File: src/rtl/tkbt_pkg.sv
// Shared constants, codes and default parameter values for the touch key baseline tracker.
package tkbt_pkg;

  localparam int unsigned NumKeysDefault    = 7;
  localparam int unsigned CalDepthDefault   = 24;
  localparam int unsigned StuckTicksDefault = 50;

  localparam int unsigned KeyW     = 3;
  localparam int unsigned AdcW     = 10;
  localparam int unsigned CfgIdxW  = 1;
  localparam int unsigned CfgDataW = 10;

  localparam logic [AdcW-1:0] AdcMax      = 10'd1023;
  localparam logic [AdcW-1:0] MarginReset = 10'd4;

  typedef enum logic {
    OP_SCAN = 1'b0,
    OP_CAL  = 1'b1
  } op_e;

  typedef enum logic [CfgIdxW-1:0] {
    CFG_MARGIN      = 1'b0,
    CFG_TOUCH_BELOW = 1'b1
  } cfg_reg_e;

endpackage

File: src/rtl/touch_key_baseline_tracker.sv
// Touch key baseline tracker: per-key threshold, drift tracking, stuck and lock logic, calibration.
//
//  channel | signals                                          | direction
//  --------+--------------------------------------------------+----------
//  in      | in_valid_i, in_stall_o, operation_i, key_i,      | request in
//          | reading_i, baseline_tick_i                       |
//  out     | out_valid_o, out_stall_i, is_touched_o, ...      | request out
//  cfg     | cfg_valid_i, cfg_ready_o, cfg_index_i, cfg_data_i| write in
//
// One request per cycle while the result is not stalled; path: input register, result register.
// All per-key and calibration state updates in the single cycle a request moves from the
// input register to the result register, so the next request sees the updated state.
// Reset clears all key state, calibration accumulators and the last-sounded key.
// A stalled result holds the input register; in_stall_o rises only when both are full.
module touch_key_baseline_tracker
  import tkbt_pkg::*;
#(
  parameter int unsigned NUM_KEYS    = NumKeysDefault,
  parameter int unsigned CAL_DEPTH   = CalDepthDefault,
  parameter int unsigned STUCK_TICKS = StuckTicksDefault
) (
  input  logic                clk_i,
  input  logic                rst_ni,

  input  logic                in_valid_i,
  output logic                in_stall_o,
  input  logic                operation_i,
  input  logic [KeyW-1:0]     key_i,
  input  logic [AdcW-1:0]     reading_i,
  input  logic                baseline_tick_i,

  output logic                out_valid_o,
  input  logic                out_stall_i,
  output logic                is_touched_o,
  output logic                note_event_o,
  output logic                locked_event_o,
  output logic                stuck_event_o,
  output logic [AdcW-1:0]     key_baseline_o,
  output logic [AdcW-1:0]     key_threshold_o,
  output logic                cal_done_o,
  output logic [AdcW-1:0]     noise_level_o,

  input  logic                cfg_valid_i,
  output logic                cfg_ready_o,
  input  logic [CfgIdxW-1:0]  cfg_index_i,
  input  logic [CfgDataW-1:0] cfg_data_i
);

  localparam int unsigned IdxW   = (NUM_KEYS > 1) ? $clog2(NUM_KEYS) : 1;
  localparam int unsigned ExtW   = IdxW + KeyW;
  localparam int unsigned TickW  = $clog2(STUCK_TICKS + 2);
  localparam int unsigned SumW   = $clog2(CAL_DEPTH * 1023 + 1);
  localparam int unsigned CntW   = $clog2(CAL_DEPTH + 1);
  localparam int unsigned DivK   = SumW + $clog2(CAL_DEPTH);
  localparam int unsigned RecipW = DivK + 1;
  localparam int unsigned ProdW  = SumW + RecipW;
  localparam logic [RecipW-1:0] Recip =
    RecipW'(((64'd1 << DivK) + 64'(CAL_DEPTH) - 64'd1) / 64'(CAL_DEPTH));

  function automatic logic [AdcW-1:0] thr_of(input logic [AdcW-1:0] base,
                                             input logic [AdcW-1:0] mrg,
                                             input logic            below);
    logic [AdcW:0] sum;
    logic [AdcW-1:0] res;
    if (below) begin
      sum = {1'b0, base} - {1'b0, mrg};
      res = (base < mrg) ? '0 : sum[AdcW-1:0];
    end else begin
      sum = {1'b0, base} + {1'b0, mrg};
      res = sum[AdcW] ? AdcMax : sum[AdcW-1:0];
    end
    return res;
  endfunction

  function automatic logic is_hit(input logic [AdcW-1:0] rd,
                                  input logic [AdcW-1:0] thr,
                                  input logic            below);
    return below ? (rd <= thr) : (rd >= thr);
  endfunction

  // configuration
  logic [AdcW-1:0] margin_q;
  logic            below_q;

  assign cfg_ready_o = 1'b1;

  always_ff @(posedge clk_i or negedge rst_ni) begin
    if (!rst_ni) begin
      margin_q <= MarginReset;
      below_q  <= 1'b1;
    end else if (cfg_valid_i && cfg_ready_o) begin
      unique case (cfg_reg_e'(cfg_index_i))
        CFG_MARGIN:      margin_q <= cfg_data_i;
        CFG_TOUCH_BELOW: below_q  <= cfg_data_i[0];
        default: ;
      endcase
    end
  end

  // handshake
  logic s1_vld_q, out_vld_q, adv, accept;

  assign adv        = s1_vld_q && (!out_vld_q || !out_stall_i);
  assign in_stall_o = s1_vld_q && !adv;
  assign accept     = in_valid_i && !in_stall_o;

  always_ff @(posedge clk_i or negedge rst_ni) begin
    if (!rst_ni) begin
      s1_vld_q  <= 1'b0;
      out_vld_q <= 1'b0;
    end else begin
      if (accept) begin
        s1_vld_q <= 1'b1;
      end else if (adv) begin
        s1_vld_q <= 1'b0;
      end
      if (adv) begin
        out_vld_q <= 1'b1;
      end else if (!out_stall_i) begin
        out_vld_q <= 1'b0;
      end
    end
  end

  // input register
  op_e             s1_op_q;
  logic [KeyW-1:0] s1_key_q;
  logic [AdcW-1:0] s1_rd_q;
  logic            s1_tick_q;

  always_ff @(posedge clk_i) begin
    if (accept) begin
      s1_op_q   <= op_e'(operation_i);
      s1_key_q  <= key_i;
      s1_rd_q   <= reading_i;
      s1_tick_q <= baseline_tick_i;
    end
  end

  // state
  logic [AdcW-1:0]  key_base_q [NUM_KEYS];
  logic [AdcW-1:0]  key_base_d [NUM_KEYS];
  logic             key_held_q [NUM_KEYS];
  logic             key_held_d [NUM_KEYS];
  logic [TickW-1:0] ticks_q    [NUM_KEYS];
  logic [TickW-1:0] ticks_d    [NUM_KEYS];
  logic [IdxW-1:0]  last_q, last_d;
  logic             last_vld_q, last_vld_d;
  logic [SumW-1:0]  cal_sum_q, cal_sum_d;
  logic [AdcW-1:0]  cal_low_q, cal_low_d;
  logic [AdcW-1:0]  cal_high_q, cal_high_d;
  logic [CntW-1:0]  cal_cnt_q, cal_cnt_d;

  // per-request datapath
  logic [ExtW-1:0]  key_ext;
  logic [IdxW-1:0]  idx;
  logic             key_ok;
  logic [AdcW-1:0]  base0, thr0, base1, thr1, base_trk, base_out;
  logic             held0, held1, hit0, touched;
  logic [TickW-1:0] tick0, tick1;
  logic signed [AdcW+1:0] diff, diff_adj, step;
  logic [AdcW+1:0]  trk_sum;
  logic             stuck, note, locked;
  logic [SumW-1:0]  sum_n;
  logic [AdcW-1:0]  low_n, high_n, mean;
  logic [CntW-1:0]  cnt_n;
  logic             done;
  logic [ProdW-1:0] prod;

  assign key_ext = {{IdxW{1'b0}}, s1_key_q};
  assign idx     = key_ext[IdxW-1:0];
  assign key_ok  = key_ext < ExtW'(NUM_KEYS);

  assign base0 = key_base_q[idx];
  assign held0 = key_held_q[idx];
  assign tick0 = ticks_q[idx];
  assign thr0  = thr_of(base0, margin_q, below_q);
  assign hit0  = is_hit(s1_rd_q, thr0, below_q);

  assign diff     = $signed({2'b00, s1_rd_q}) - $signed({2'b00, base0});
  assign diff_adj = diff[AdcW+1] ? diff + 12'sd7 : diff;
  assign step     = diff_adj >>> 3;
  assign trk_sum  = {2'b00, base0} + $unsigned(step);
  assign base_trk = trk_sum[AdcW-1:0];

  always_comb begin
    base1 = base0;
    held1 = held0;
    tick1 = tick0;
    stuck = 1'b0;
    if (s1_tick_q) begin
      priority if (!hit0) begin
        tick1 = '0;
        base1 = base_trk;
      end else if (tick0 == '0) begin
        tick1 = TickW'(1);
      end else if (tick0 > TickW'(STUCK_TICKS)) begin
        stuck = 1'b1;
        base1 = s1_rd_q;
        tick1 = '0;
        held1 = 1'b0;
      end else begin
        tick1 = tick0 + TickW'(1);
      end
    end
  end

  assign thr1    = thr_of(base1, margin_q, below_q);
  assign touched = is_hit(s1_rd_q, thr1, below_q);
  assign locked  = touched && !held1 && last_vld_q && (last_q == idx);
  assign note    = touched && !held1 && !(last_vld_q && (last_q == idx));

  // calibration accumulators and mean by reciprocal multiply
  assign sum_n  = cal_sum_q + SumW'(s1_rd_q);
  assign low_n  = (s1_rd_q < cal_low_q) ? s1_rd_q : cal_low_q;
  assign high_n = (s1_rd_q > cal_high_q) ? s1_rd_q : cal_high_q;
  assign cnt_n  = cal_cnt_q + CntW'(1);
  assign done   = cnt_n >= CntW'(CAL_DEPTH);
  assign prod   = ProdW'(sum_n) * ProdW'(Recip);
  assign mean   = prod[DivK +: AdcW];

  always_comb begin
    key_base_d = key_base_q;
    key_held_d = key_held_q;
    ticks_d    = ticks_q;
    last_d     = last_q;
    last_vld_d = last_vld_q;
    cal_sum_d  = cal_sum_q;
    cal_low_d  = cal_low_q;
    cal_high_d = cal_high_q;
    cal_cnt_d  = cal_cnt_q;
    if (adv && key_ok) begin
      unique case (s1_op_q)
        OP_CAL: begin
          if (done) begin
            key_base_d[idx] = mean;
            key_held_d[idx] = 1'b0;
            ticks_d[idx]    = '0;
            if (idx == IdxW'(NUM_KEYS - 1)) begin
              last_vld_d = 1'b0;
            end
            cal_sum_d  = '0;
            cal_low_d  = AdcMax;
            cal_high_d = '0;
            cal_cnt_d  = '0;
          end else begin
            cal_sum_d  = sum_n;
            cal_low_d  = low_n;
            cal_high_d = high_n;
            cal_cnt_d  = cnt_n;
          end
        end
        OP_SCAN: begin
          key_base_d[idx] = base1;
          key_held_d[idx] = touched;
          ticks_d[idx]    = tick1;
          if (note) begin
            last_d     = idx;
            last_vld_d = 1'b1;
          end
        end
        default: ;
      endcase
    end
  end

  always_ff @(posedge clk_i or negedge rst_ni) begin
    if (!rst_ni) begin
      for (int i = 0; i < NUM_KEYS; i++) begin
        key_base_q[i] <= '0;
        key_held_q[i] <= 1'b0;
        ticks_q[i]    <= '0;
      end
      last_q     <= '0;
      last_vld_q <= 1'b0;
      cal_sum_q  <= '0;
      cal_low_q  <= AdcMax;
      cal_high_q <= '0;
      cal_cnt_q  <= '0;
    end else begin
      key_base_q <= key_base_d;
      key_held_q <= key_held_d;
      ticks_q    <= ticks_d;
      last_q     <= last_d;
      last_vld_q <= last_vld_d;
      cal_sum_q  <= cal_sum_d;
      cal_low_q  <= cal_low_d;
      cal_high_q <= cal_high_d;
      cal_cnt_q  <= cal_cnt_d;
    end
  end

  // result register
  logic            touched_q, note_q, locked_q, stuck_q, done_q;
  logic [AdcW-1:0] base_q, thr_q, noise_q;

  assign base_out = (s1_op_q == OP_CAL) ? (done ? mean : base0) : base1;

  always_ff @(posedge clk_i) begin
    if (adv) begin
      touched_q <= 1'b0;
      note_q    <= 1'b0;
      locked_q  <= 1'b0;
      stuck_q   <= 1'b0;
      done_q    <= 1'b0;
      noise_q   <= '0;
      base_q    <= '0;
      thr_q     <= '0;
      if (key_ok) begin
        base_q <= base_out;
        thr_q  <= thr_of(base_out, margin_q, below_q);
        if (s1_op_q == OP_CAL) begin
          done_q  <= done;
          noise_q <= done ? (high_n - low_n) : '0;
        end else begin
          touched_q <= touched;
          note_q    <= note;
          locked_q  <= locked;
          stuck_q   <= stuck;
        end
      end
    end
  end

  assign out_valid_o     = out_vld_q;
  assign is_touched_o    = touched_q;
  assign note_event_o    = note_q;
  assign locked_event_o  = locked_q;
  assign stuck_event_o   = stuck_q;
  assign key_baseline_o  = base_q;
  assign key_threshold_o = thr_q;
  assign cal_done_o      = done_q;
  assign noise_level_o   = noise_q;

endmodule
File: config.mk
export PLATFORM = sky130hd
export DESIGN_NAME = touch_key_baseline_tracker
export DESIGN_NICKNAME = d
export VERILOG_FILES = /design/src/rtl/tkbt_pkg.sv /design/src/rtl/touch_key_baseline_tracker.sv
export SDC_FILE = /design/constraint.sdc
export NUM_CORES = 1
export LEC_CHECK = 0
export BUFFER_PORTS_ARGS = -buffer_cell sky130_fd_sc_hd__buf_2
export CAP_MARGIN = 15
export CORE_ASPECT_RATIO = 0.75
export CORE_MARGIN = 2
export CORE_UTILIZATION = 58
export CTS_CLUSTER_SIZE = 16
export DETAILED_ROUTE_END_ITERATION = 7
export PLACE_DENSITY = 0.81
export SYNTH_ARGS = -nofsm -noshare
export SYNTH_HDL_FRONTEND = slang
export SYNTH_SLANG_ARGS = --single-unit
File: constraint.sdc
create_clock -name clk_i -period 10.2 [get_ports clk_i]
set_clock_uncertainty 0.05 [all_clocks]
set_input_delay 0.51 -clock clk_i [delete_from_list [all_inputs] [get_ports clk_i]]
set_output_delay 0.51 -clock clk_i [all_outputs]
set_load 0.02 [all_outputs]
==> impl_results.md, run 1 <==
* I/O pin count at 69
* Largest family of logic cells by synthesized area: adder cells
* Launching point of the worst reg2reg path: idx[0]
* Gate Count Post-Synth at 2125
* Row cnt at 58
* Clk root buf: clkbuf_16
* Period utilization at 97.8%
* Post-synthesis adder-cell area fraction at 23.1%
* Proportion of synthesized chip area in sequential cells at 30.2%
* Crit. End Element: flip-flop
* Max-Cap Viols at 0
* First-pass GRT wire length at 88.0 mm
* Mapped Area at 19600 sq um
* Detailed Place HPWL at 41.3 mm
* Slew Viols, Final at 0
* Synth unique cells at 92
* Slowest CP cell: or4b_4
* Die height at 163 um
* Initial antenna violation count at 1
* Hold EP: s1_rd_q[8]
* Final ANT Viol Nets at 0
* Synth Area in XOR/XNOR at 3.26%
* Starting Density at 58.7%
* Routability-driven placement congestion ratio at 0.963
* Fmax at 100 MHz
* Pre-antenna DRT Iters at 6
* CP required at 10600 ps
* Insertion delay to the later sink of the worst-skew pair at 580 ps
* Area share of and/or/nand/nor cells after synthesis at 13.1%
* Synthesis-to-finish area growth at 13.5%
* Vias/cell at 6.22
* Reg2Reg Setup Slack at 220 ps
* Synth Area in Compound Gates at 19.9%
* Min Tclk post-route at 9980 ps
* Vias at 16800
* CTS clk-pin slew, worst paths at 60 ps
* Setup TNS at 0 ps
* Worst hold path depth at 1
* Grt ovf at 0
* Minimum hold slack at 60.8 ps
* Final hold vios at 0
* GRT Overall Usage at 31.4%
* Slew margin rel. at 25.3%
* Die W at 216 um
* Min-delay worst type: primary input to flip-flop
* FF+latch count, synth at 226
* Post-synthesis mux area share at 4.43%
* Total length of routed wires at 55.6 mm
* Crit start category: flip-flop
* CTS HTree Levels at 1
* Starting DRT DRC Count at 1669
* Syn_nets at 2475
* Largest net degree at the start of global routing at 120
* Final Cell Area at 22200 sq um
* Maximum buffer depth of the clock tree at 3
* Most Frequent Cell on Critical Path: buf_4
* Async S/R FF share, synth at 77.9%
* CTS tree: done
* Nets at 2587
* Status: finished clean
* Hold Path Origin: reading_i[8]
* Max incr delay on CP at 580 ps
* Critical path class: flip-flop to flip-flop
* Core area at 33400 sq um
* # diodes at 0
* Final setup fails at 0
* Post-DP Area at 20800 sq um
* Worst path arrival time at 10370 ps
* Syn Area/Cell at 9.22 sq um
* Port buffer count at 67
* Die area at 35300 sq um
* CTS Buf Count at 25
* Number of flops mapped to enable cells by yosys at 50
* Post-route DRC at 0
* Synth Flop Type: dfrtp_1
* Critical path peak fanout at 8
* Ys Warns at 0
* Worst-Margin Slew at 1120 ps
* Layout cells sized above 1 at 16.7%
* R2r worst-path depth at 44
* Post-detailed-route wirelength per cell at 20.5 um
* # clock sinks at 226
* Vias in the first global route at 16400
* Reg-to-reg endpoint: last_q[0]
cells in the mapped netlist (31+ instances only):
library cell  number  area, sq um
a21o_1            35          263
a21oi_1           93          465
clkbuf_1          71          267
dfrtp_1          164         4100
edfxtp_1          50         1500
fa_1              72         1440
ha_1             247         3090
inv_1            206          773
mux2_2            31          349
mux2i_1           37          370
nand2_1          225          845
nand3_1           34          170
nor2_1           109          409
nor3_1            34          170
o21ai_0          171          856
o31ai_1           57          428
xnor2_1           55          482
metrics by stage:
stage                     utilization [%]  worst slack (ps)  cells
after floorplan                         -              35.9   2125
after global placement               62.3               110   2640
after detailed placement             62.3              -132   2640
after CTS                            64.8              37.0   2687
after global routing                 66.6              -134   2706
final                                66.6               224   2706
critical path, delay by kind of cell, from the launching register on:
family | cells | cell delay, ps
buffers and inverters | 6 | 980
AOI/OAI and AO/OA | 21 | 3520
xor gates and xnor gates | 1 | 220
muxes | 2 | 720
and+or+nand+nor | 10 | 2720
adders and majority gates | 4 | 1070
DFF | 1 | 560
flip-flops by register name, summed over array words and instances, names as in the netlist, 3 cells and up:
signal           count
ticks_q             42
key_held_q           7
last_q               3
cal_high_q          10
cal_sum_q           15
key_baseline_o      10
key_base_q          70
cal_low_q           10
key_threshold_o     10
s1_rd_q             10
cal_cnt_q            5
noise_level_o       10
idx                  3
margin_q            10
worst max-delay path by stage:
stage | to | startpoint | slack [ps]
CTS | last_q[0] | idx[0] | 40
detailed placement | last_q[1] | idx[0] | -130
floorplan | last_q[0] | idx[2] | 40
global route | last_q[0] | idx[0] | -130
finish | last_q[0] | idx[0] | 220
global placement | last_q[1] | idx[0] | 110
cell type report:
cell class | count | area (sq um)
Multi-Input combinational cell | 1599 | 12900
Fill cell | 2565 | 11200
Sequential cell | 226 | 5920
Timing Repair Buffer | 179 | 1270
Inverter | 206 | 773
Clock buffer | 32 | 713
Tap cell | 450 | 563
Clock inverter | 14 | 91.3
timing repair:
| action | 4_1_cts | 5_1_grt |
|---|---|---|
| hold endpoints to repair | 0 | 53 |
| hold buffers | 0 | 1 |
| endpoints found under the setup margin | 3 | 24 |
| gates cloned | 0 | 2 |
| setup buffers | 1 | 13 |
| gates resized for setup | 7 | 94 |
| pin swaps | 1 | 30 |
layout by cell type, fill, tap and decap left out, drive strengths merged, types with 26 or more instances in the layout:
cell type / synthesis / layout
nand3: 34 / 34
mux2: 31 / 31
nand2b: 26 / 26
fa: 72 / 72
edfxtp: 50 / 50
dfrtp: 164 / 164
o31ai: 60 / 60
inv: 206 / 209
nand2: 225 / 225
xnor2: 55 / 55
ha: 247 / 247
buf: 22 / 177
clkbuf: 72 / 33
a21o: 35 / 35
a21oi: 98 / 98
nor3: 35 / 35
o21ai: 174 / 174
nor2: 109 / 109
mux2i: 39 / 39
routing by layer:
layer	vias up	share of wire, %	GRT usage (%)
met5	-	0	0
met4	0	3.7	10.2
met3	161	9.4	6.42
met2	740	44	48.8
met1	8139	43	44.2
li1	7803	-	-
kinds of logic (layout without fill, tap and decap cells):
logic type / count (synthesis) / after routing
other: 1 / 1
adders and majority gates: 319 / 319
buffers and inverters: 300 / 431
muxes: 75 / 75
DFF: 226 / 226
AOI/OAI and AO/OA: 584 / 584
and+or+nand+nor: 547 / 547
xor gates and xnor gates: 73 / 73
Power of run 1 is left out: the tool's default activity adds up to more than one toggle a clock period on the data nets, which glitch-free logic cannot reach.
==> run 2: changes to the inputs <==
Settings changed: PLACE_DENSITY 0.81 to 0.78.
Clock period 10.2 ns to 9.45 ns, I/O delays scaled along.
==> run 2 against run 1 <==
  * The run now ends with setup timing left
  * Clock-buffer cell count up 5
  * Utilization increased by 5.8 points
  * First-iteration DRC count decreased by 6.4%
  * Critical endpoint is now last_q[2]
  * Largest cell class unchanged
==> impl_results.md, run 2 (synthesized netlist as in run 1, its figures left out) <==
* First-pass GRT wire length at 91.2 mm
* Status: complete, but fails checks
* Critical path peak fanout at 8
* # clock sinks at 226
* Grt ovf at 0
* Fmax at 105 MHz
* CTS tree: done
* CTS clk-pin slew, worst paths at 60 ps
* Reg2Reg Setup Slack at -60 ps
* Unrepaired setup endpoints after global routing: true
* # diodes at 0
* Vias/cell at 6.19
* Initial antenna violation count at 0
* Minimum hold slack at 19.1 ps
* Final ANT Viol Nets at 0
* CTS Buf Count at 25
* Max incr delay on CP at 590 ps
* Port buffer count at 67
* Die area at 35300 sq um
* Vias at 17800
* Crit. End Element: flip-flop
* Die height at 163 um
* GRT Overall Usage at 32.8%
* Crit start category: flip-flop
* Slew Viols, Final at 0
* Pre-antenna DRT Iters at 5
* Final hold vios at 0
* Setup TNS at -243 ps
* Starting Density at 58.7%
* Most Frequent Cell on Critical Path: buf_4
* Nets at 2753
* R2r worst-path depth at 49
* Most common cell after layout, fill and taps aside: buf_4
* Post-route DRC at 0
* Worst hold path depth at 1
* Storage element area at 5920 sq um
* CTS HTree Levels at 1
* Die W at 216 um
* Slowest CP cell: nor3_1
* Final setup fails at 5
* Worst path arrival time at 9910 ps
* Largest Register: key_base_q
* Core area at 33400 sq um
* Total length of routed wires at 60.4 mm
* Worst-Margin Slew at 1190 ps
* Multi-input logic area at 13500 sq um
* Maximum buffer depth of the clock tree at 3
* Final setup margin at -64.5 ps
* I/O pin count at 69
* Min-delay worst type: primary input to flip-flop
* Layout cells sized above 1 at 26.2%
* Synthesis-to-finish area growth at 23.4%
* Vias in the first global route at 17300
* Routability-driven placement congestion ratio at 0.958
* Insertion delay to the later sink of the worst-skew pair at 580 ps
* Failing checks: setup timing
* CP required at 9850 ps
* Min Tclk post-route at 9510 ps
* Detailed Place HPWL at 43.0 mm
* Starting DRT DRC Count at 1562
* Period utilization at 101%
* Row cnt at 58
* Top Registers: key_base_q (70), ticks_q (42), cal_sum_q (15)
* Most frequent cells in the layout: buf_4 (259), ha_1 (225), nand2_1 (223), inv_1 (200), dfrtp_1 (164)
* Max-Cap Viols at 0
* Critical path class: flip-flop to flip-flop
* Slew margin rel. at 20.4%
* Largest net degree at the start of global routing at 72
* Post-detailed-route wirelength per cell at 21.0 um
* Fillers at 2377
* Max reg flops at 70
* Clk root buf: clkbuf_16
## run 2: cell types whose count changed in the layout (fill, tap and decap cells not counted), moves of 10 or more
cell | previous run | this run
o21ai_0 | 158 | 141
ha_1 | 240 | 225
a21oi_1 | 79 | 65
o21ai_2 | 2 | 12
a21oi_2 | 16 | 30
buf_6 | 2 | 13
buf_4 | 103 | 259
ha_4 | 3 | 17
## run 2: path summary, 6_finish.rpt
kind / start / endpoint
setup / recovery: idx[0] / last_q[2]
hold / removal: reading_i[6] / s1_rd_q[6]
setup reg to reg: idx[0] / last_q[2]
hold reg to reg: key_base_q[29] / key_base_q[29]
max in group asynchronous: rst_ni / margin_q[5]
min in group asynchronous: rst_ni / ticks_q[28]
## run 2: metal layers
layer	GRT usage [%]	vias to the layer above	part of all wire (%)
met2	52.0	789	45
met3	7.65	178	8.5
met1	44.5	8682	42
met5	0	-	0
met4	11.0	0	3.5
li1	-	8130	-
## run 2: cell type report
class / instances / share of cell area, %
Clock inverter: 8 / 0.450
Inverter: 206 / 3.20
Multi-Input combinational cell: 1599 / 55.9
Sequential cell: 226 / 24.5
Timing Repair Buffer: 345 / 10.6
Tap cell: 450 / 2.33
Clock buffer: 37 / 3.06
## run 2: what timing repair did
| action | in CTS | in global routing |
|---|---|---|
| hold buffers | 2 | 0 |
| pin swaps | 47 | 105 |
| buffers inserted | 29 | 31 |
| endpoints found under the setup margin | 24 | 24 |
| hold endpoints to repair | 40 | 0 |
| resized for setup | 66 | 156 |
| gates cloned | 1 | 0 |
## run 2: worst max-delay path, delay by kind of cell, from the launching register on
family / cells / cell delay, ps
AOI/OAI and AO/OA: 18 / 2780
adders and majority gates: 5 / 1430
muxes: 2 / 600
xor gates and xnor gates: 1 / 50
buffers and inverters: 13 / 1520
and+or+nand+nor: 10 / 2530
DFF: 1 / 420
## run 2: metrics by stage
stage	utilization [%]	setup WS, ps	area [sq um]	std cells
after floorplan	-	-20.5	19800	2125
after CTS	69.4	-32.3	23200	2838
after global placement	65.3	-224	21800	2762
final	72.4	-64.5	24200	2871
after detailed placement	65.3	-412	21800	2762
after global routing	72.4	-510	24200	2871
Power of run 2 is left out for the same reason.
